<file path="src/rtl/bli_pkg.sv">
`timescale 1ns / 1ps
// shared types and codes for the bounded list insert/delete block
// no dependencies
package bli_pkg;

  // opcodes carried in the input beat
  localparam logic [1:0] OP_INS_FRONT = 2'd0;
  localparam logic [1:0] OP_INS_BACK  = 2'd1;
  localparam logic [1:0] OP_DELETE    = 2'd2;
  localparam logic [1:0] OP_REPORT    = 2'd3;

  typedef struct packed {
    logic [1:0]         opcode;
    logic signed [31:0] operand;
  } in_beat_t;

  typedef struct packed {
    logic signed [31:0] item_value;
    logic               is_last;
    logic               list_empty;
    logic               insert_dropped;
  } out_beat_t;

  typedef enum logic [1:0] {
    ST_IDLE,
    ST_SHIFT,
    ST_LIST_RD,
    ST_LIST_OUT
  } state_t;

endpackage

</file>
<file path="src/rtl/bounded_list_insert_delete_top.sv">
`timescale 1ns / 1ps
// Bounded list insert/delete block: ring store in one synchronous memory
// Depends on bli_pkg
//
// Keeps up to CAPACITY signed 32-bit values as a ring in one memory with one
// write and one registered read port. An item is taken only while the block is
// idle. An insert writes its entry in the accept cycle; a delete at index k
// moves the entries above k down one entry a cycle. ST_LIST_RD then starts the
// first memory read, and the list goes out one element a cycle while out_stall
// is low (a single beat for an empty list). The single memory port sets the pace
// of both the shift and the listing. No clearing pass is needed after reset.
module bounded_list_insert_delete_top
  import bli_pkg::*;
#(
  parameter int CAPACITY = 32
) (
  input  logic      clk,
  input  logic      rst_n,
  input  logic      in_valid,
  output logic      in_stall,
  input  in_beat_t  in_data,
  output logic      out_valid,
  input  logic      out_stall,
  output out_beat_t out_data
);

  localparam int AW = $clog2(CAPACITY);
  localparam int CW = $clog2(CAPACITY + 1);

  // ring position of a logical index, front + index folded once
  function automatic logic [AW-1:0] ring_pos(input logic [AW-1:0] f,
                                            input logic [CW-1:0] l);
    logic [AW:0] s;
    s = {1'b0, f} + (AW+1)'(l);
    if (s >= (AW+1)'(CAPACITY)) begin
      s = s - (AW+1)'(CAPACITY);
    end
    return s[AW-1:0];
  endfunction

  state_t        state_r, state_nxt;
  logic [AW-1:0] front_r, front_nxt;
  logic [CW-1:0] count_r, count_nxt;
  logic          drop_r, drop_nxt;
  logic [CW-1:0] rd_r, rd_nxt;
  logic [CW-1:0] wr_r, wr_nxt;
  logic          wpend_r, wpend_nxt;
  logic [CW-1:0] li_r, li_nxt;

  logic [31:0]   mem [CAPACITY];
  logic [31:0]   rdata_r;
  logic          mem_we, mem_re;
  logic [AW-1:0] waddr, raddr;
  logic [31:0]   wdata;

  logic [AW-1:0] front_dec;
  logic          full;
  logic          del_ok;
  logic [CW-1:0] del_idx;
  logic          list_last;

  assign front_dec = (front_r == '0) ? AW'(CAPACITY - 1) : front_r - 1'b1;
  assign full      = (count_r == CW'(CAPACITY));
  assign del_idx   = in_data.operand[CW-1:0];
  assign del_ok    = !in_data.operand[31] && (in_data.operand[30:0] < 31'(count_r));
  assign list_last = (count_r == '0) || ((li_r + 1'b1) == count_r);

  // entry memory, one write and one registered read per cycle
  always_ff @(posedge clk) begin
    if (mem_we) begin
      mem[waddr] <= wdata;
    end
    if (mem_re) begin
      rdata_r <= mem[raddr];
    end
  end

  // control registers
  always_ff @(posedge clk) begin
    if (!rst_n) begin
      state_r <= ST_IDLE;
      front_r <= '0;
      count_r <= '0;
      drop_r  <= 1'b0;
      wpend_r <= 1'b0;
    end else begin
      state_r <= state_nxt;
      front_r <= front_nxt;
      count_r <= count_nxt;
      drop_r  <= drop_nxt;
      wpend_r <= wpend_nxt;
    end
  end

  // index counters
  always_ff @(posedge clk) begin
    rd_r <= rd_nxt;
    wr_r <= wr_nxt;
    li_r <= li_nxt;
  end

  // next state, memory access and beat outputs
  always_comb begin
    state_nxt = state_r;
    front_nxt = front_r;
    count_nxt = count_r;
    drop_nxt  = drop_r;
    rd_nxt    = rd_r;
    wr_nxt    = wr_r;
    wpend_nxt = wpend_r;
    li_nxt    = li_r;
    mem_we    = 1'b0;
    mem_re    = 1'b0;
    waddr     = front_r;
    raddr     = front_r;
    wdata     = in_data.operand;
    in_stall  = (state_r != ST_IDLE);
    out_valid = 1'b0;
    out_data.item_value     = (count_r == '0) ? '0 : rdata_r;
    out_data.is_last        = list_last;
    out_data.list_empty     = (count_r == '0);
    out_data.insert_dropped = drop_r;

    case (state_r)
      ST_IDLE: begin
        if (in_valid) begin
          drop_nxt  = 1'b0;
          state_nxt = ST_LIST_RD;
          case (in_data.opcode)
            OP_INS_FRONT: begin
              if (full) begin
                drop_nxt = 1'b1;
              end else begin
                mem_we    = 1'b1;
                waddr     = front_dec;
                front_nxt = front_dec;
                count_nxt = count_r + 1'b1;
              end
            end
            OP_INS_BACK: begin
              if (full) begin
                drop_nxt = 1'b1;
              end else begin
                mem_we    = 1'b1;
                waddr     = ring_pos(front_r, count_r);
                count_nxt = count_r + 1'b1;
              end
            end
            OP_DELETE: begin
              if (del_ok) begin
                if ((del_idx + 1'b1) < count_r) begin
                  rd_nxt    = del_idx + 1'b1;
                  wr_nxt    = del_idx;
                  wpend_nxt = 1'b0;
                  state_nxt = ST_SHIFT;
                end else begin
                  count_nxt = count_r - 1'b1;
                end
              end
            end
            default: begin
              state_nxt = ST_LIST_RD;
            end
          endcase
        end
      end

      // move the tail down one entry a cycle, read ahead of write
      ST_SHIFT: begin
        if (rd_r < count_r) begin
          mem_re    = 1'b1;
          raddr     = ring_pos(front_r, rd_r);
          rd_nxt    = rd_r + 1'b1;
          wpend_nxt = 1'b1;
        end else begin
          wpend_nxt = 1'b0;
          count_nxt = count_r - 1'b1;
          state_nxt = ST_LIST_RD;
        end
        if (wpend_r) begin
          mem_we = 1'b1;
          waddr  = ring_pos(front_r, wr_r);
          wdata  = rdata_r;
          wr_nxt = wr_r + 1'b1;
        end
      end

      // fetch the front element
      ST_LIST_RD: begin
        mem_re    = 1'b1;
        raddr     = front_r;
        li_nxt    = '0;
        state_nxt = ST_LIST_OUT;
      end

      // one beat per element, next read starts when this beat is taken
      ST_LIST_OUT: begin
        out_valid = 1'b1;
        if (!out_stall) begin
          if (list_last) begin
            state_nxt = ST_IDLE;
          end else begin
            mem_re = 1'b1;
            raddr  = ring_pos(front_r, li_r + 1'b1);
            li_nxt = li_r + 1'b1;
          end
        end
      end

      default: begin
        state_nxt = ST_IDLE;
      end
    endcase
  end

`ifndef SYNTHESIS
  // element count stays within the store
  assert property (@(posedge clk) disable iff (!rst_n)
    count_r <= CW'(CAPACITY))
    else $error("element count above capacity");

  // insert into a full store is flagged on the listing
  assert property (@(posedge clk) disable iff (!rst_n)
    (in_valid && !in_stall && full &&
     (in_data.opcode == OP_INS_FRONT || in_data.opcode == OP_INS_BACK))
    |=> drop_r && (count_r == CW'(CAPACITY)))
    else $error("full insert not dropped");

  // empty listing is a single final beat
  assert property (@(posedge clk) disable iff (!rst_n)
    (out_valid && out_data.list_empty) |-> out_data.is_last)
    else $error("empty beat not marked last");

  // taking the last beat returns the block to idle
  assert property (@(posedge clk) disable iff (!rst_n)
    (out_valid && !out_stall && out_data.is_last) |=> (!out_valid && !in_stall))
    else $error("block not idle after last beat");
`endif

endmodule
</file>
<file path="config.mk">
export PLATFORM = sky130hd
export DESIGN_NAME = bounded_list_insert_delete_top
export DESIGN_NICKNAME = d
export VERILOG_FILES = /design/src/rtl/bli_pkg.sv /design/src/rtl/bounded_list_insert_delete_top.sv
export SDC_FILE = /design/constraint.sdc
export NUM_CORES = 2
export LEC_CHECK = 0
export BUFFER_PORTS_ARGS = -buffer_cell sky130_fd_sc_hd__buf_2
export CAP_MARGIN = 20
export CORE_AREA = 2 2 344 346
export CTS_BUF_LIST = sky130_fd_sc_hd__clkbuf_4 sky130_fd_sc_hd__clkbuf_8
export DETAILED_ROUTE_END_ITERATION = 16
export DIE_AREA = 0 0 346 348
export GPL_TIMING_DRIVEN = 0
export SETUP_SLACK_MARGIN = 0.1
export SLEW_MARGIN = 20
export SYNTH_ARGS = -nofsm -noshare
export SYNTH_HDL_FRONTEND = slang
export SYNTH_SLANG_ARGS = --single-unit
</file>
<file path="constraint.sdc">
create_clock -name clk -period 5.4 [get_ports clk]
set_clock_uncertainty 0.05 [all_clocks]
set_input_delay 1.08 -clock clk [delete_from_list [all_inputs] [get_ports clk]]
set_output_delay 1.08 -clock clk [all_outputs]
set_load 0.01 [all_outputs]
</file>
==> flow_metrics.py <==
metrics = {
    "power_and_ir_drop": {
        "vdd_drop_max_uv": 303,
        "p_leak_nw": 16.6,
        "powerDensity_nw_per_um2": 445,
        "p_total_mw": 23.6,
    },
    "synthesis": {
        "ys_seq_area_share_pct": 70.2,
        "synth-seq-cells": 1088,
        "synth_area_leaders": "edfxtp_1, o21ai_0, a32oi_1",
        "synth_cells": 3346,
        "syn_avg_cell_area_um2": 13.8,
        "synth_flop_cell": "edfxtp_1",
        "syn_nets": 3430,
        "synth_edf_count": 1073,
        "yosysMostFrequentCell": "edfxtp_1",
        "synth_area_um2": 46300,
        "synth_top_cell_by_area": "edfxtp_1",
        "synth_commonest_cells": "edfxtp_1, o21ai_0, nand3_1, a31oi_1, a32oi_1",
        "netlist-cell-type-count": 70,
        "ys_async_sr_fraction_pct": 0,
        "yosysWarnings": 0,
        "synth.top_cell.area_share_pct": 69.6,
    },
    "timing": {
        "slew_violations": 0,
        "fin_setup_tns_ns": 0,
        "fmax_ghz": 0.190,
        "fin_crit_sh_pct": 97.3,
        "post-route-min-period_ns": 5.25,
        "rsz0062_at_grt": "yes",
        "setup_viol_count_final": 0,
        "hold_ws_ns": 0.454,
        "tightestPinTransition_ns": 1.18,
        "final_hold_viol_count": 0,
        "fin_ws_ns": 0.147,
        "slew_headroom_pct": 21.4,
    },
    "die": {
        "core-area_um2": 117000,
        "die_y_um": 348,
        "io_pins": 75,
        "rows": 126,
        "die_w_um": 346,
        "dieArea_um2": 120000,
        "start_util_pct": 39.6,
    },
    "hold_path": {
        "hold_class": "input port to flop",
        "min_from": "rst_n",
        "hold_depth": 3,
        "whs_endpoint": "count_r[5]$_SDFFE_PN0P_",
    },
    "grt": {
        "grtUsageTotal_pct": 27.0,
        "grt_pass1_wl_um": 234000,
        "grt_max_degree": 33,
        "grt_pass1_vias": 32300,
        "antenna_found_initial": 6,
        "globalRouteOverflowTotal": 0,
    },
    "clock_tree": {
        "cts_hold_buffers": 0,
        "cts_buffers": 178,
        "htreeDepth": 4,
        "clkLatencyLatePin_ns": 0.88,
        "cts_buffer_depth": 3,
        "cts.clk_slew.worst_paths_ns": 0.06,
        "cts_root_buf": "clkbuf_8",
        "cts_tree": "yes",
        "cts_sinks": 1088,
    },
    "setup_path": {
        "rr_worst_depth": 15,
        "r2r_start": "count_r[2]$_SDFFE_PN0P_",
        "rr_endpoint": "rdata_r[16]$_DFFE_PP_",
        "worst_setup_path_start_kind": "flop",
        "crit_path_max_fanout": 10,
        "r2r_setup_slack_ns": 0.15,
        "critPathKind": "flop to flop",
        "end_kind": "flop",
        "critPathRequiredTime_ns": 5.97,
        "arrival_ns": 5.82,
    },
    "cells_and_area": {
        "fin_nets": 3719,
        "syn_to_final_growth_pct": 14.5,
        "drive_gt1_share_pct": 16.4,
    },
    "place": {
        "routabilityCongestion": 0.975,
        "pre_cts_ws_ns": 0.102,
        "io_buffers": 73,
        "place_hpwl_um": 111000,
    },
    "routing": {
        "drt_iter0_drc": 4965,
        "route.detailed.drc": 0,
        "ant_nets": 0,
        "detail_route.wl_per_cell_um": 31.5,
        "dr_total_vias": 34000,
        "viasPerCell": 6.40,
        "routed_wirelength_um": 167000,
        "drt-pass1-iter-count": 8,
    },
    "flow_run": {
        "drv_cap": 0,
    },
    "outcome": {
        "status": "finished clean",
    },
}
==> worst max-delay path, cell delays in order (launching register included) <==
cell	delay, ns
dfxtp_1	0.34
buf_2	0.21
inv_1	0.15
ha_1	0.34
a21o_1	0.16
a31oi_1	0.28
o211ai_1	0.21
clkbuf_1	0.34
o21a_1	0.31
o21ai_4	0.30
buf_2	0.48
buf_2	0.33
a31oi_1	0.12
a32oi_1	0.38
o22ai_1	0.43
nor4_2	0.57
==> layout make-up <==
| type | count | area [um^2] |
|---|---|---|
| diodes | 4 | 10.0 |
| plain buffers | 335 | 1480 |
| clock buffers | 241 | 2920 |
| clock inverters | 68 | 392 |
| fillers | 10600 | 63900 |
| inverters | 23 | 86.3 |
| multi-input cells | 1900 | 12500 |
| flip-flops and latches | 1088 | 32500 |
| well taps | 1536 | 1920 |
| repair buffers | 109 | 1190 |
==> state kept, by name, indices dropped and copies added (netlist names) <==
name,flops
drop_r,1
wr_r,5
state_r,2
rd_r,6
mem,1024
rdata_r,32
li_r,6
count_r,6
front_r,5
wpend_r,1
==> per-stage QoR <==
step	std cells	cell area, um^2	util (%)
floorplan	3346	46300	-
global placement	4955	48600	41.5
detailed placement	4991	49700	42.5
CTS	5300	53000	45.3
global route	5302	53000	45.3
finish	5304	53000	45.3
==> placed cells by master (no fill, tap or decap), types with 6 or more instances in the layout <==
| cell type | instances |
|---|---|
| edfxtp_1 | 1073 |
| o21ai_0 | 513 |
| nand3_1 | 282 |
| a31oi_1 | 262 |
| a32oi_1 | 257 |
| clkbuf_1 | 201 |
| clkbuf_8 | 178 |
| buf_2 | 169 |
| o22ai_1 | 126 |
| clkbuf_4 | 63 |
| clkinv_1 | 44 |
| nor2b_1 | 42 |
| ha_1 | 42 |
| nand2_1 | 38 |
| mux2_2 | 36 |
| nor2_1 | 34 |
| nor2_4 | 32 |
| nor4_2 | 31 |
| a21oi_1 | 28 |
| xnor2_1 | 24 |
| inv_1 | 23 |
| buf_16 | 18 |
| dfxtp_1 | 15 |
| buf_12 | 15 |
| buf_4 | 14 |
| a21o_1 | 14 |
| clkbuf_2 | 12 |
| o21ai_1 | 12 |
| xor2_1 | 11 |
| mux2i_1 | 10 |
| nand2b_1 | 10 |
| and2_1 | 10 |
| buf_1 | 8 |
| o21a_1 | 8 |
| nor4_1 | 8 |
| clkinv_2 | 7 |
| buf_6 | 6 |
| nor3_1 | 6 |
==> metal layers <==
metal  global-route usage (%)  vias up  part of all wire (%)
li1                         -    14200                     -
met1                     35.6    17000                    38
met2                     40.1     2303                    44
met3                     8.95      382                    13
met4                     13.0        4                   5.1
met5                        0        -                 0.022
==> worst max-delay path by stage <==
stage / startpoint / to / slack, ns / depth (start not counted)
6_report: count_r[2]$_SDFFE_PN0P_ / rdata_r[16]$_DFFE_PP_ / 0.15 / 15
5_1_grt: count_r[1]$_SDFFE_PN0P_ / rdata_r[29]$_DFFE_PP_ / 0.08 / 14
4_1_cts: count_r[2]$_SDFFE_PN0P_ / rdata_r[12]$_DFFE_PP_ / 0.11 / 14
3_5_place_dp: count_r[2]$_SDFFE_PN0P_ / rdata_r[30]$_DFFE_PP_ / 0.10 / 13
3_3_place_gp: front_r[0]$_SDFFE_PN0P_ / mem[23][3]$_DFFE_PP_ / -1.86 / 12
2_1_floorplan: in_data[32] / mem[16][0]$_DFFE_PP_ / 0.93 / 9
==> kinds of logic after synthesis <==
group           synth area share, %
simple gates                   6.06
mux                            1.09
buf+inv                        3.38
xor+xnor                      0.746
compound gates                 17.2
flops                          70.2
fa+ha+maj                      1.31
==> where the power goes <==
group | switching, mW | leakage (nW) | internal, mW
clock network | 3.37 | 1.74 | 3.56
logic | 4.87 | 5.09 | 1.94
registers | 0.182 | 9.78 | 9.69
==> what timing repair did <==
action,4_1_cts,5_1_grt
pin swaps,0,0
gates resized for setup,1,6
endpoints found under the hold margin,0,0
endpoints found under the setup margin,2,5
buffers inserted,0,0
cloned,0,0
Power figures use the tool's default switching activity.
